==> src/hw/rtl/nkv_fifo.sv <==
// Small register queue used between front and back and for results.
// Depends on nothing but its type parameter.
`timescale 1ns / 1ps
module nkv_fifo #(
	parameter type T     = logic,
	parameter int  DEPTH = 2
) (
	input  logic clk,
	input  logic arst_n,
	input  logic wr_en,
	input  T     wr_data,
	output logic full,
	input  logic rd_en,
	output T     rd_data,
	output logic empty
);
	localparam int AW = (DEPTH > 1) ? $clog2(DEPTH) : 1;
	localparam int CW = $clog2(DEPTH + 1);

	T              mem_q [DEPTH];
	logic [AW-1:0] wp_q, rp_q;
	logic [CW-1:0] cnt_q;
	logic          do_wr, do_rd;

	assign full    = (cnt_q == CW'(DEPTH));
	assign empty   = (cnt_q == '0);
	assign do_wr   = wr_en & ~full;
	assign do_rd   = rd_en & ~empty;
	assign rd_data = mem_q[rp_q];

	always_ff @(posedge clk or negedge arst_n) begin
		if (!arst_n) begin
			wp_q  <= '0;
			rp_q  <= '0;
			cnt_q <= '0;
		end else begin
			if (do_wr) begin
				wp_q <= (wp_q == AW'(DEPTH - 1)) ? '0 : wp_q + AW'(1);
			end
			if (do_rd) begin
				rp_q <= (rp_q == AW'(DEPTH - 1)) ? '0 : rp_q + AW'(1);
			end
			if (do_wr && !do_rd) begin
				cnt_q <= cnt_q + CW'(1);
			end else if (do_rd && !do_wr) begin
				cnt_q <= cnt_q - CW'(1);
			end
		end
	end

	always_ff @(posedge clk) begin
		if (do_wr) begin
			mem_q[wp_q] <= wr_data;
		end
	end

endmodule

==> config.mk <==
export PLATFORM = sky130hd
export DESIGN_NAME = nkv_fifo
export DESIGN_NICKNAME = d
export VERILOG_FILES = /design/src/hw/rtl/nkv_fifo.sv
export SDC_FILE = /design/constraint.sdc
export NUM_CORES = 1
export LEC_CHECK = 0
export ABC_AREA = 1
export BUFFER_PORTS_ARGS = -buffer_cell sky130_fd_sc_hd__clkbuf_2
export CORE_AREA = 2 2 39 41
export CTS_CLUSTER_DIAMETER = 80
export DETAILED_ROUTE_END_ITERATION = 16
export DIE_AREA = 0 0 41 43
export PLACE_DENSITY_LB_ADDON = 0.1
export REMOVE_ABC_BUFFERS = 1
export SLEW_MARGIN = 0
export SYNTH_ARGS = -nofsm -noshare
export SYNTH_HDL_FRONTEND = slang
export SYNTH_SLANG_ARGS = --single-unit
export TNS_END_PERCENT = 100
==> constraint.sdc <==
create_clock -name clk -period 1.15 [get_ports clk]
set_input_delay 0 -clock clk [delete_from_list [all_inputs] [get_ports clk]]
set_output_delay 0 -clock clk [all_outputs]
set_load 0.02 [all_outputs]
==> out/results.ini <==
[power_and_ir_drop]
leakage_nw=0.276
internal_power_uw=910
powerDensity_nw_per_um2=2770
p_comb_share_pct=59.7
report.power.total_mw=1.50
swShare_pct=39.4
peakVddDrop_mv=1.06
power_frac_seq_pct=26.5
clkPwrFrac_pct=13.8
p_switching_uw=593

[finish]
final_nets=66
regArea_sq_um=161
drive_gt1_share_pct=52.5
antenna_cells=0
final_cell_mix=nand2_1, buf_4, inv_1
nFillCells=153
fin_cells=75
areaGrowthSynthToFinish_pct=77.5
layout_commonest_cell=nand2_1
multi_input_area_sq_um=158

[timing]
setup_tns_ns=-0.308
slew_violations=0
hold_slack_ns=0.0323
tightest_slew_ns=0.198
timing_hold_violations_final=0
layout_setup_ws_ns=-0.113
fmax_ghz=0.792
maxSlewHeadroom_pct=86.8
layout_min_cycle_time_ns=1.26
finalClockSkew_ns=0.00223
setup_viol=3
rsz0062_at_grt=true
fin_crit_sh_pct=110

[die]
initial_core_util_pct=22.1
dieArea_sq_um=1760
rows=14
die_h_um=43
core_sq_um=1380
pin_count=8
die_width_um=41

[placed_design]
dp.cells=65
gp_congestion=0.646
dpl.hpwl_um=536
portBuffers=7

[critical_path]
startpoint_type=flip-flop
crit-reg2reg-launch=cnt_q[1]
critPathRequiredTime_ns=1.11
end_kind=flip-flop
path_class=reg -> reg
cp_data_arrival_time_ns=1.22
cp-startpoint=cnt_q[1]
cp_max_fo=3

[synth]
synth_area_per_cell_sq_um=8.25
synth_area_sq_um=305
synthCells=37
synth-seq-cells=6
synth_cell_types=12
seq_area_frac_synth_pct=52.5
yosys_warnings=0

[clock_network]
cts_max_path_buffers=2
cts_root_buffer=clkbuf_4
clk_latency_ns=0.24
cts_sinks=6
clk_pin_slew_worst_paths_ns=0.05
ctsHtreeMaxLevel=1
cts_tree=yes
cts_buffers=3

[detailed_routing]
wl_per_cell_um=9.99
ant_nets=0
drtIter0Drc=7
remaining_drc_errors=0
routed-via-count=308
via_per_inst=4.11
finalWirelength_um=749
dr.pass1.iters=4

[outcome]
outcome=finished, violations left
violations=negative setup slack

[global_routing]
track_usage_pct=11.2
antenna_found_initial=0
grt_overflow=0
grt_max_degree=5
grt_first_pass_wirelength_um=1310
grt_pass1_vias=322

[job]
drv_cap=0

[worst_hold_path]
hold_class=in -> reg
hold_start=rd_en

[through the flow]
stage	utilization (%)	cell area [sq um]	worst slack (ns)
after detailed placement	28.8	398	-0.190
after global routing	39.2	542	-0.176
after global placement	28.8	398	-0.123
final	39.2	542	-0.113
after floorplan	-	305	-0.249
after CTS	36.3	502	-0.0852
[critical path, stage by stage, from the launching register on]
cell     delay (ns)
dfrtp_1        0.41
inv_2          0.09
nor2_4         0.04
nor2_4         0.14
buf_4          0.13
buf_6          0.08
nand2_2        0.04
inv_1          0.05
[layer usage]
layer	up-vias	wire, um	GRT usage, %
met1	142	301	14.4
met5	-	0	0
met4	0	0	4.00
li1	157	-	-
met2	9	386	15.3
met3	0	61	6.28
[final timing paths]
kind | end | slack, ns | cells past startpoint
setup / recovery | mem_q[0] | -0.11 | 7
hold / removal | rp_q | 0.03 | 3
setup reg to reg | mem_q[0] | -0.11 | 7
hold reg to reg | wp_q | 0.48 | 2
max in group asynchronous | cnt_q[0] | 0.91 | 2
min in group asynchronous | wp_q | 0.10 | 2
[power by group through the flow]
stage	clock, mW	sequential, mW	combinational, mW
final	0.208	0.398	0.897
after global routing	0.231	0.413	0.994
after CTS	0.214	0.392	0.772
after detailed placement	0	0.381	0.592
after global placement	0	0.379	0.568
after floorplan	0	0.379	0.355
[synth_stat cells]
cell type  number  area share [%]
nor2_2          2             4.1
nand3b_1        1             2.5
nor2_1          2             2.5
edfxtp_1        2              20
dfrtp_1         4              33
xnor2_1         1             2.9
inv_1           8             9.8
o21ai_0         2             3.3
nand2_1        12              15
ha_1            1             4.1
nand4_1         1             2.1
nand3_1         1             1.6
[cell families after synthesis]
kind of cell,after synthesis,share of synthesized area [%]
AO/OA/AOI/OAI,2,3.28
XOR/XNOR,1,2.87
adder cells (fa/ha/maj),1,4.10
buffers and inverters,8,9.84
flip-flops,6,52.5
AND/OR/NAND/NOR,19,27.5
[repair_timing]
item / in CTS / in global routing
gates resized for setup: 12 / 10
hold endpoints to repair: 6 / 0
hold buffers: 2 / 0
endpoints found under the setup margin: 3 / 6
pin swaps: 2 / 5
setup buffers: 3 / 2
[cell type report]
cell class	count	share of cell area, %
Multi-Input combinational cell	23	29.1
Inverter	8	5.54
Clock buffer	4	4.85
Timing Repair Buffer	18	27.0
Tap cell	16	3.70
Sequential cell	6	29.8
[sequential cells by signal, indices dropped and copies added (netlist names)]
register / cells
rp_q: 1
wp_q: 1
mem_q: 2
cnt_q: 2
Note: power is estimated with default switching activity, not from simulation.
