**src/hw/rtl/nkv_pkg.sv**
```systemverilog
// Types, constants and helpers of the namespaced key-value table.
// No dependencies.
`timescale 1ns / 1ps
package nkv_pkg;

	localparam int ENTRY_COUNT  = 64;
	localparam int HANDLE_COUNT = 8;
	localparam int VALUE_BYTES  = 256;
	localparam int QUEUE_DEPTH  = 2;
	// staging address covers the largest word count (32)
	localparam int STAGE_AW     = 6;

	typedef enum logic [2:0] {
		OP_INIT,
		OP_ERASE,
		OP_OPEN,
		OP_CLOSE,
		OP_GET_U8,
		OP_SET_U8,
		OP_GET_BLOB,
		OP_SET_BLOB
	} op_t;

	typedef enum logic [1:0] {
		ST_OK,
		ST_INVALID,
		ST_NOT_FOUND,
		ST_FAIL
	} status_t;

	typedef struct packed {
		op_t         operation;
		logic [3:0]  handle;
		logic [63:0] name_hi;
		logic [55:0] name_lo;
		logic [8:0]  blob_length;
		logic        size_query;
		logic [63:0] data_word;
		logic        data_last;
	} req_t;

	typedef struct packed {
		status_t     status;
		logic [2:0]  handle_out;
		logic [8:0]  length_out;
		logic [63:0] data_out;
		logic        last;
	} rsp_t;

	typedef struct packed {
		op_t         op;
		logic [3:0]  handle;
		logic [63:0] key_hi;
		logic [55:0] key_lo;
		logic [8:0]  blen;
		logic        sq;
		logic [7:0]  u8_data;
	} cmd_t;

	typedef struct packed {
		logic                en;
		logic [STAGE_AW-1:0] addr;
		logic [63:0]         data;
	} stg_wr_t;

	typedef struct packed {
		logic [63:0] space_hi;
		logic [55:0] space_lo;
		logic [63:0] key_hi;
		logic [55:0] key_lo;
		logic [8:0]  length;
	} meta_t;

	typedef enum logic [3:0] {
		B_IDLE,
		B_EXEC,
		B_SCAN,
		B_DECIDE,
		B_U8_OUT,
		B_BLK_RD,
		B_BLK_OUT,
		B_CP_RD,
		B_CP_WR,
		B_FIN
	} back_state_t;

	// keep the low n bytes; n of zero keeps the whole word
	function automatic logic [63:0] low_mask(input logic [2:0] n);
		logic [63:0] m;
		m = '1;
		if (n != 3'd0) begin
			m = (64'd1 << {n, 3'b000}) - 64'd1;
		end
		return m;
	endfunction

endpackage

```
**src/hw/rtl/nkv_front.sv**
```systemverilog
// Front part: takes input beats, trims names, stages set_blob words, queues commands.
// Depends on nkv_pkg.
`timescale 1ns / 1ps
module nkv_front #(
	parameter int VALUE_BYTES = nkv_pkg::VALUE_BYTES
) (
	input  logic             clk,
	input  logic             arst_n,
	input  logic             push,
	output logic             full,
	input  nkv_pkg::req_t    req,
	output logic             cmd_push,
	output nkv_pkg::cmd_t    cmd_data,
	input  logic             cmd_full,
	output nkv_pkg::stg_wr_t stg_wr,
	input  logic             blob_done
);
	localparam int WORDS = (VALUE_BYTES + 7) / 8;
	localparam int BC_W  = $clog2(WORDS + 1);

	logic [BC_W-1:0] beat_q;
	logic            blob_busy_q;
	logic            accept, is_blob, room;
	logic [119:0]    raw, trimmed;
	logic            seen;

	always_comb begin
		raw     = {req.name_lo, req.name_hi};
		trimmed = '0;
		seen    = 1'b0;
		for (int k = 0; k < 15; k++) begin
			if (raw[8*k +: 8] == 8'd0) begin
				seen = 1'b1;
			end
			if (!seen) begin
				trimmed[8*k +: 8] = raw[8*k +: 8];
			end
		end
	end

	assign full     = cmd_full | blob_busy_q;
	assign accept   = push & ~full;
	assign is_blob  = (req.operation == nkv_pkg::OP_SET_BLOB);
	assign room     = (beat_q < BC_W'(WORDS));
	assign cmd_push = accept & (~is_blob | req.data_last);

	always_comb begin
		cmd_data.op      = req.operation;
		cmd_data.handle  = req.handle;
		cmd_data.key_hi  = trimmed[63:0];
		cmd_data.key_lo  = trimmed[119:64];
		cmd_data.blen    = req.blob_length;
		cmd_data.sq      = req.size_query;
		cmd_data.u8_data = req.data_word[7:0];
		stg_wr.en        = accept & is_blob & room;
		stg_wr.addr      = nkv_pkg::STAGE_AW'(beat_q);
		stg_wr.data      = req.data_word;
	end

	always_ff @(posedge clk or negedge arst_n) begin
		if (!arst_n) begin
			beat_q      <= '0;
			blob_busy_q <= 1'b0;
		end else begin
			if (accept) begin
				if (!is_blob || req.data_last) begin
					beat_q <= '0;
				end else if (room) begin
					beat_q <= beat_q + BC_W'(1);
				end
			end
			if (cmd_push && is_blob) begin
				blob_busy_q <= 1'b1;
			end else if (blob_done) begin
				blob_busy_q <= 1'b0;
			end
		end
	end

endmodule

```
**config.mk**
```make
export PLATFORM = sky130hd
export DESIGN_NAME = nkv_front
export DESIGN_NICKNAME = d
export VERILOG_FILES = /design/src/hw/rtl/nkv_pkg.sv /design/src/hw/rtl/nkv_front.sv
export SDC_FILE = /design/constraint.sdc
export NUM_CORES = 1
export LEC_CHECK = 0
export BUFFER_PORTS_ARGS = -buffer_cell sky130_fd_sc_hd__buf_4
export CORE_AREA = 3 3 166 168
export DETAILED_ROUTE_END_ITERATION = 10
export DIE_AREA = 0 0 169 171
export HOLD_SLACK_MARGIN = 0.03
export PLACE_DENSITY = 0.43
export SYNTH_ARGS = -nofsm -noshare
export SYNTH_HDL_FRONTEND = slang
export SYNTH_SLANG_ARGS = --single-unit
export TNS_END_PERCENT = 30
```
**constraint.sdc**
```tcl
create_clock -name clk -period 1.7 [get_ports clk]
set_input_delay 0.17 -clock clk [delete_from_list [all_inputs] [get_ports clk]]
set_output_delay 0.17 -clock clk [all_outputs]
set_load 0.005 [all_outputs]
```
==> flow_metrics.tcl, run 1 <==
set metrics [dict create \
    slowest_stage "or4_4" \
    violations "negative setup slack" \
    outcome "complete, but fails checks" \
    grt_pass1_vias 3094 \
    required_ns 1.53 \
    clkSinkCount 7 \
    synthSimpleGateAreaFrac_pct 52.7 \
    crit_arrival_ns 1.55 \
    crit_type "in2out" \
    tritoncts "yes" \
    final_common_cell "buf_4" \
    cts.path.max_buffers 2 \
    fp.dieArea_um2 28900 \
    fin_crit_ns 1.72 \
    hold_path_class "in2reg" \
    rsz0062_at_grt "true" \
    n_antenna_cell 0 \
    power.density_nw_per_um2 316 \
    multi_input_area_um2 1880 \
    dp_cells 852 \
    final_cell_count_no_fill 870 \
    die_w_um 169 \
    core-area_um2 26100 \
    antenna_found_initial 0 \
    whs_ns 0.122 \
    final_cell_mix "buf_4, buf_6, and2_1" \
    clk_latency_ns 0.23 \
    endpoint_kind "primary output" \
    syn_to_final_growth_pct 136 \
    fin_crit_sh_pct 101 \
    synth_top_family_by_area "simple AND/OR/NAND/NOR gates" \
    root_buffer "clkbuf_16" \
    synth_area_per_cell_um2 6.69 \
    fp.dieH_um 171 \
    synth-compound-area-share_pct 1.54 \
    fillers 2927 \
    hold_viol_final 0 \
    yosys_warnings 0 \
    muxShareOfSynthArea_pct 0 \
    place_area_um2 4100 \
    synthCells 329 \
    worst_slew_pin_slew_ns 0.553 \
    grt_overflow 0 \
    syn-num-nets 537 \
    ys_types 31 \
    skew_ns 0.00153 \
    globalplace.congestion 0.737 \
    ys_ff_latch 7 \
    slew_violations 0 \
    crit_chain "buf_4 -> or4_4 -> nor2_4 -> buf_4 -> a21oi_2 -> nand3_1 -> nor3_4 -> buf_6" \
    via_count 3068 \
    initial_core_util_pct 8.44 \
    drc 0 \
    fin_ws_ns -0.0223 \
    grt_pass1_wl_mm 19.1 \
    via_per_inst 3.53 \
    max_freq_mhz 581 \
    crit_path_max_fanout 5 \
    tns_ns -0.0435 \
    fin_nets 744 \
    htreeDepth 1 \
    max_slew_margin_pct 62.8 \
    cpMostUsedCell "buf_4" \
    drt-initial-drc-count 48 \
    grt_use_total_pct 8.41 \
    drv_cap 0 \
    cts_buffers 3 \
    p_leak_nw 2.41 \
    synthesis.area_um2 2200 \
    dp_hpwl_mm 11.6 \
    first_pass_iters 4 \
    num_io_pins 425 \
    synthAdderAreaFrac_pct 0.569 \
    setup_viol 5 \
    max_stage_delay_ns 0.54 \
    port_buffers 260 \
    drive_gt1_share_pct 78.3 \
    drtAntennaViolNets 0 \
    rows 59 \
    place_ws_ns -0.557 \
    wl_per_cell_um 16.3 \
    regArea_um2 175 \
    ir_worst_vdd_v 0.000261 \
    crit_path_start_kind "input pin" \
    path_clk_slew_ns 0.03 \
    routed_wl_mm 14.2 \
    grt_max_degree 17 \
    seq_area_frac_synth_pct 7.96 \
    synth_xor_area_share_pct 1.59 \
    final_cell_area_um2 5190 \
]
routing by layer:
metal	track usage, %	up-vias	part of all wire, %	routed length, um
met5	0	-	0	0
met4	1.48	0	1.8	261
met3	3.81	33	13	1890
met2	15.2	238	50	7160
met1	9.16	1363	34	4880
li1	-	1434	-	-
cells in the mapped netlist:
cell type	instances	area, um2
buf_4	89	668
and2_1	71	444
nor4_1	26	163
and3_1	25	156
nor2_1	21	78.8
nand3_1	19	95.1
nand2_1	15	56.3
clkbuf_1	14	52.6
nor3_1	11	55.1
dfrtp_1	7	175
buf_6	4	45.0
buf_2	3	15.0
a22o_1	2	17.5
nand4_1	2	12.5
or4_1	2	15.0
xnor2_1	2	17.5
xor2_1	2	17.5
a21oi_1	1	5.00
a31oi_1	1	6.26
and3_4	1	11.3
and4_1	1	8.76
ha_1	1	12.5
inv_1	1	3.75
nand2_2	1	6.26
nand4_2	1	12.5
nor3_2	1	10.0
nor4_2	1	12.5
o21ai_0	1	5.00
or2_2	1	6.26
or3_1	1	6.26
or3b_1	1	8.76
state kept, by name (all words and copies together), names as in the netlist:
register	cells
blob_busy_q	1
beat_q	6
critical path: cells and delay by family:
family	cells	cell delay [ns]
buf+inv	3	0.37
compound gates	1	0.06
simple gates	4	0.95
metrics by stage:
stage / utilization, % / power [mW]
5_1_grt: 19.9 / 1.74
3_3_place_gp: 15.7 / 1.04
2_1_floorplan: - / 0.571
6_report: 19.9 / 1.64
4_1_cts: 18.3 / 1.57
3_5_place_dp: 15.7 / 1.04
worst paths after layout:
check                             from            to  slack (ns)  cells past startpoint
max                           req[105]  cmd_data[72]       -0.02                      8
min                          blob_done   blob_busy_q        0.12                      2
max reg2reg                blob_busy_q     beat_q[3]        0.23                      5
min reg2reg                blob_busy_q   blob_busy_q        0.56                      2
max in group asynchronous       arst_n     beat_q[5]        1.29                      2
min in group asynchronous       arst_n     beat_q[3]        0.29                      2
what timing repair did:
item	CTS	global route
gates resized for setup	112	89
setup buffers	3	5
setup endpoints to repair	112	96
endpoints found under the hold margin	7	0
hold buffers	1	0
pin swaps	37	35
gates cloned	4	1
power breakdown:
part	switching (mW)	total [mW]	leakage [nW]	internal, mW
Sequential	0.0120	0.189	0.0962	0.177
Clock	0.0835	0.395	0.0382	0.312
Combinational	0.373	1.06	2.27	0.684
Total	0.468	1.64	2.41	1.17
layout make-up:
| cell class | count | share of cell area (%) |
|---|---|---|
| repair buffers | 308 | 50.7 |
| multi-input cells | 215 | 36.3 |
| well taps | 335 | 8.07 |
| flip-flops and latches | 7 | 3.37 |
| clock buffers | 4 | 1.52 |
| inverters | 1 | 0.0723 |
cells by family after synthesis:
| group | count (synthesis) |
|---|---|
| xor gates and xnor gates | 4 |
| DFF | 7 |
| AOI/OAI and AO/OA | 5 |
| and+or+nand+nor | 201 |
| adders and majority gates | 1 |
| buffers and inverters | 111 |
Power figures use the tool's default switching activity.
==> inputs of run 2 (changes only) <==
--- a/config.mk
+++ b/config.mk
@@ -11,6 +11,7 @@
 export DIE_AREA = 0 0 169 171
 export HOLD_SLACK_MARGIN = 0.03
 export PLACE_DENSITY = 0.43
+export SKIP_LAST_GASP = 1
 export SYNTH_ARGS = -nofsm -noshare
 export SYNTH_HDL_FRONTEND = slang
 export SYNTH_SLANG_ARGS = --single-unit
==> run 2 against run 1 <==
Net effect:
- the run still ends with negative setup slack left
- clock skew about the same
- cell area fell by 3.7%
- utilization shrank 0.74 points
- first-iteration DRC count increased by 19%
- maximum frequency decreased by 1.3%
- sequential power about the same
- clock-buffer cell count is the same
- global-route usage is 0.068 points lower
- worst hold slack hardly changed
- setup slack worse by 0.024 ns
- critical endpoint is now cmd_data[53]
==> flow_metrics.tcl, run 2 (synthesis gave the netlist of run 1 again) <==
set metrics [dict create \
    crit_arrival_ns 1.58 \
    ir_worst_vdd_v 0.000259 \
    fin_nets 739 \
    fin_crit_ns 1.75 \
    clkSinkCount 7 \
    endpoint_kind "primary output" \
    first_pass_iters 4 \
    whs_ns 0.122 \
    finalPower_mw 1.60 \
    antenna_found_initial 0 \
    setup_viol 12 \
    tns_ns -0.306 \
    grt_busiest_layer "met2" \
    crit_type "in2out" \
    rows 59 \
    power.density_nw_per_um2 320 \
    via_per_inst 3.51 \
    hold_path_class "in2reg" \
    max_freq_mhz 573 \
    wl_per_cell_um 16.0 \
    n_antenna_cell 0 \
    required_ns 1.53 \
    top_regs "beat_q: 6 flops, blob_busy_q: 1 flops" \
    drtAntennaViolNets 0 \
    met3_usage_pct 3.79 \
    grt.met1_usage_pct 9.15 \
    fp.dieH_um 171 \
    cts.path.max_buffers 2 \
    tritoncts "yes" \
    hold_viol_final 0 \
    grt_pass1_wl_mm 18.9 \
    grt_use_total_pct 8.34 \
    globalplace.congestion 0.737 \
    root_buffer "clkbuf_16" \
    path_clk_slew_ns 0.03 \
    regArea_um2 175 \
    rsz0062_at_grt "true" \
    initial_core_util_pct 8.44 \
    fin_crit_sh_pct 103 \
    outcome "complete, but fails checks" \
    htreeDepth 1 \
    drv_cap 0 \
    die_w_um 169 \
    slew_violations 0 \
    place_ws_ns -0.557 \
    cpMostUsedCell "buf_4" \
    clk_latency_ns 0.23 \
    final_cell_area_um2 5000 \
    crit_chain "buf_4 -> or4_4 -> nor2_4 -> buf_6 -> nor3_1 -> buf_4 -> and3_1 -> buf_4" \
    fillers 2944 \
    syn_to_final_growth_pct 127 \
    cts_buffers 3 \
    largest_register_ffs 6 \
    core-area_um2 26100 \
    p_leak_nw 2.33 \
    num_io_pins 425 \
    max_stage_delay_ns 0.54 \
    crit_path_start_kind "input pin" \
    place_area_um2 4100 \
    grt_overflow 0 \
    dp_hpwl_mm 11.6 \
    drt-initial-drc-count 57 \
    skew_ns 0.00152 \
    final_cell_mix "buf_4, and2_1, buf_6" \
    multi_input_area_um2 1770 \
    final_cell_count_no_fill 865 \
    fin_ws_ns -0.0459 \
    use_met2_pct 15.0 \
    fp.dieArea_um2 28900 \
    crit_path_max_fanout 4 \
    max_slew_margin_pct 64.9 \
    dp_cells 852 \
    violations "negative setup slack" \
    regMostFlops "beat_q" \
    port_buffers 260 \
    drc 0 \
    grt_pass1_vias 3046 \
    worst_slew_pin_slew_ns 0.527 \
    final_util_pct 19.2 \
    routed_wl_mm 13.9 \
    via_count 3040 \
    slowest_stage "or4_4" \
    final_common_cell "buf_4" \
    r2r_setup_slack_ns 0.23 \
    grt_max_degree 17 \
    drive_gt1_share_pct 73.6 \
]
[run 2: path summary, 6_finish.rpt]
kind | from | endpoint | cells past startpoint
max in group asynchronous | arst_n | beat_q[5] | 2
worst max register to register | blob_busy_q | beat_q[3] | 5
worst max-delay path | req[99] | cmd_data[53] | 8
worst min register to register | blob_busy_q | blob_busy_q | 2
min in group asynchronous | arst_n | beat_q[3] | 2
worst min-delay path | blob_done | blob_busy_q | 2
[run 2: metal layers]
metal,up-vias,share of wire [%]
li1,1424,-
met2,234,50
met5,-,0
met1,1350,35
met3,32,13
met4,0,1.6
[run 2: cell type report]
cell class                 count  share of cell area (%)
timing repair buffer         304                    51.2
multi-input combinational    214                    35.3
tap                          335                    8.38
sequential                     7                    3.50
clock buffer                   4                    1.58
inverter                       1                  0.0751
[run 2: critical path: cells and delay by family]
family	cells	cell delay [ns]
buffers and inverters	4	0.50
AND/OR/NAND/NOR	4	0.90
[run 2: repair_timing]
item / CTS / global route
endpoints found under the hold margin: 7 / 0
cloned: 4 / 0
hold buffers: 1 / 0
endpoints found under the setup margin: 112 / 96
gates resized for setup: 90 / 73
buffers inserted: 3 / 1
pin swaps: 32 / 24
[run 2: where the power goes]
group | total, mW | leakage (nW) | internal, mW | switching [mW]
logic | 1.02 | 2.19 | 0.658 | 0.358
clock network | 0.395 | 0.0382 | 0.312 | 0.0837
registers | 0.189 | 0.0962 | 0.177 | 0.0120
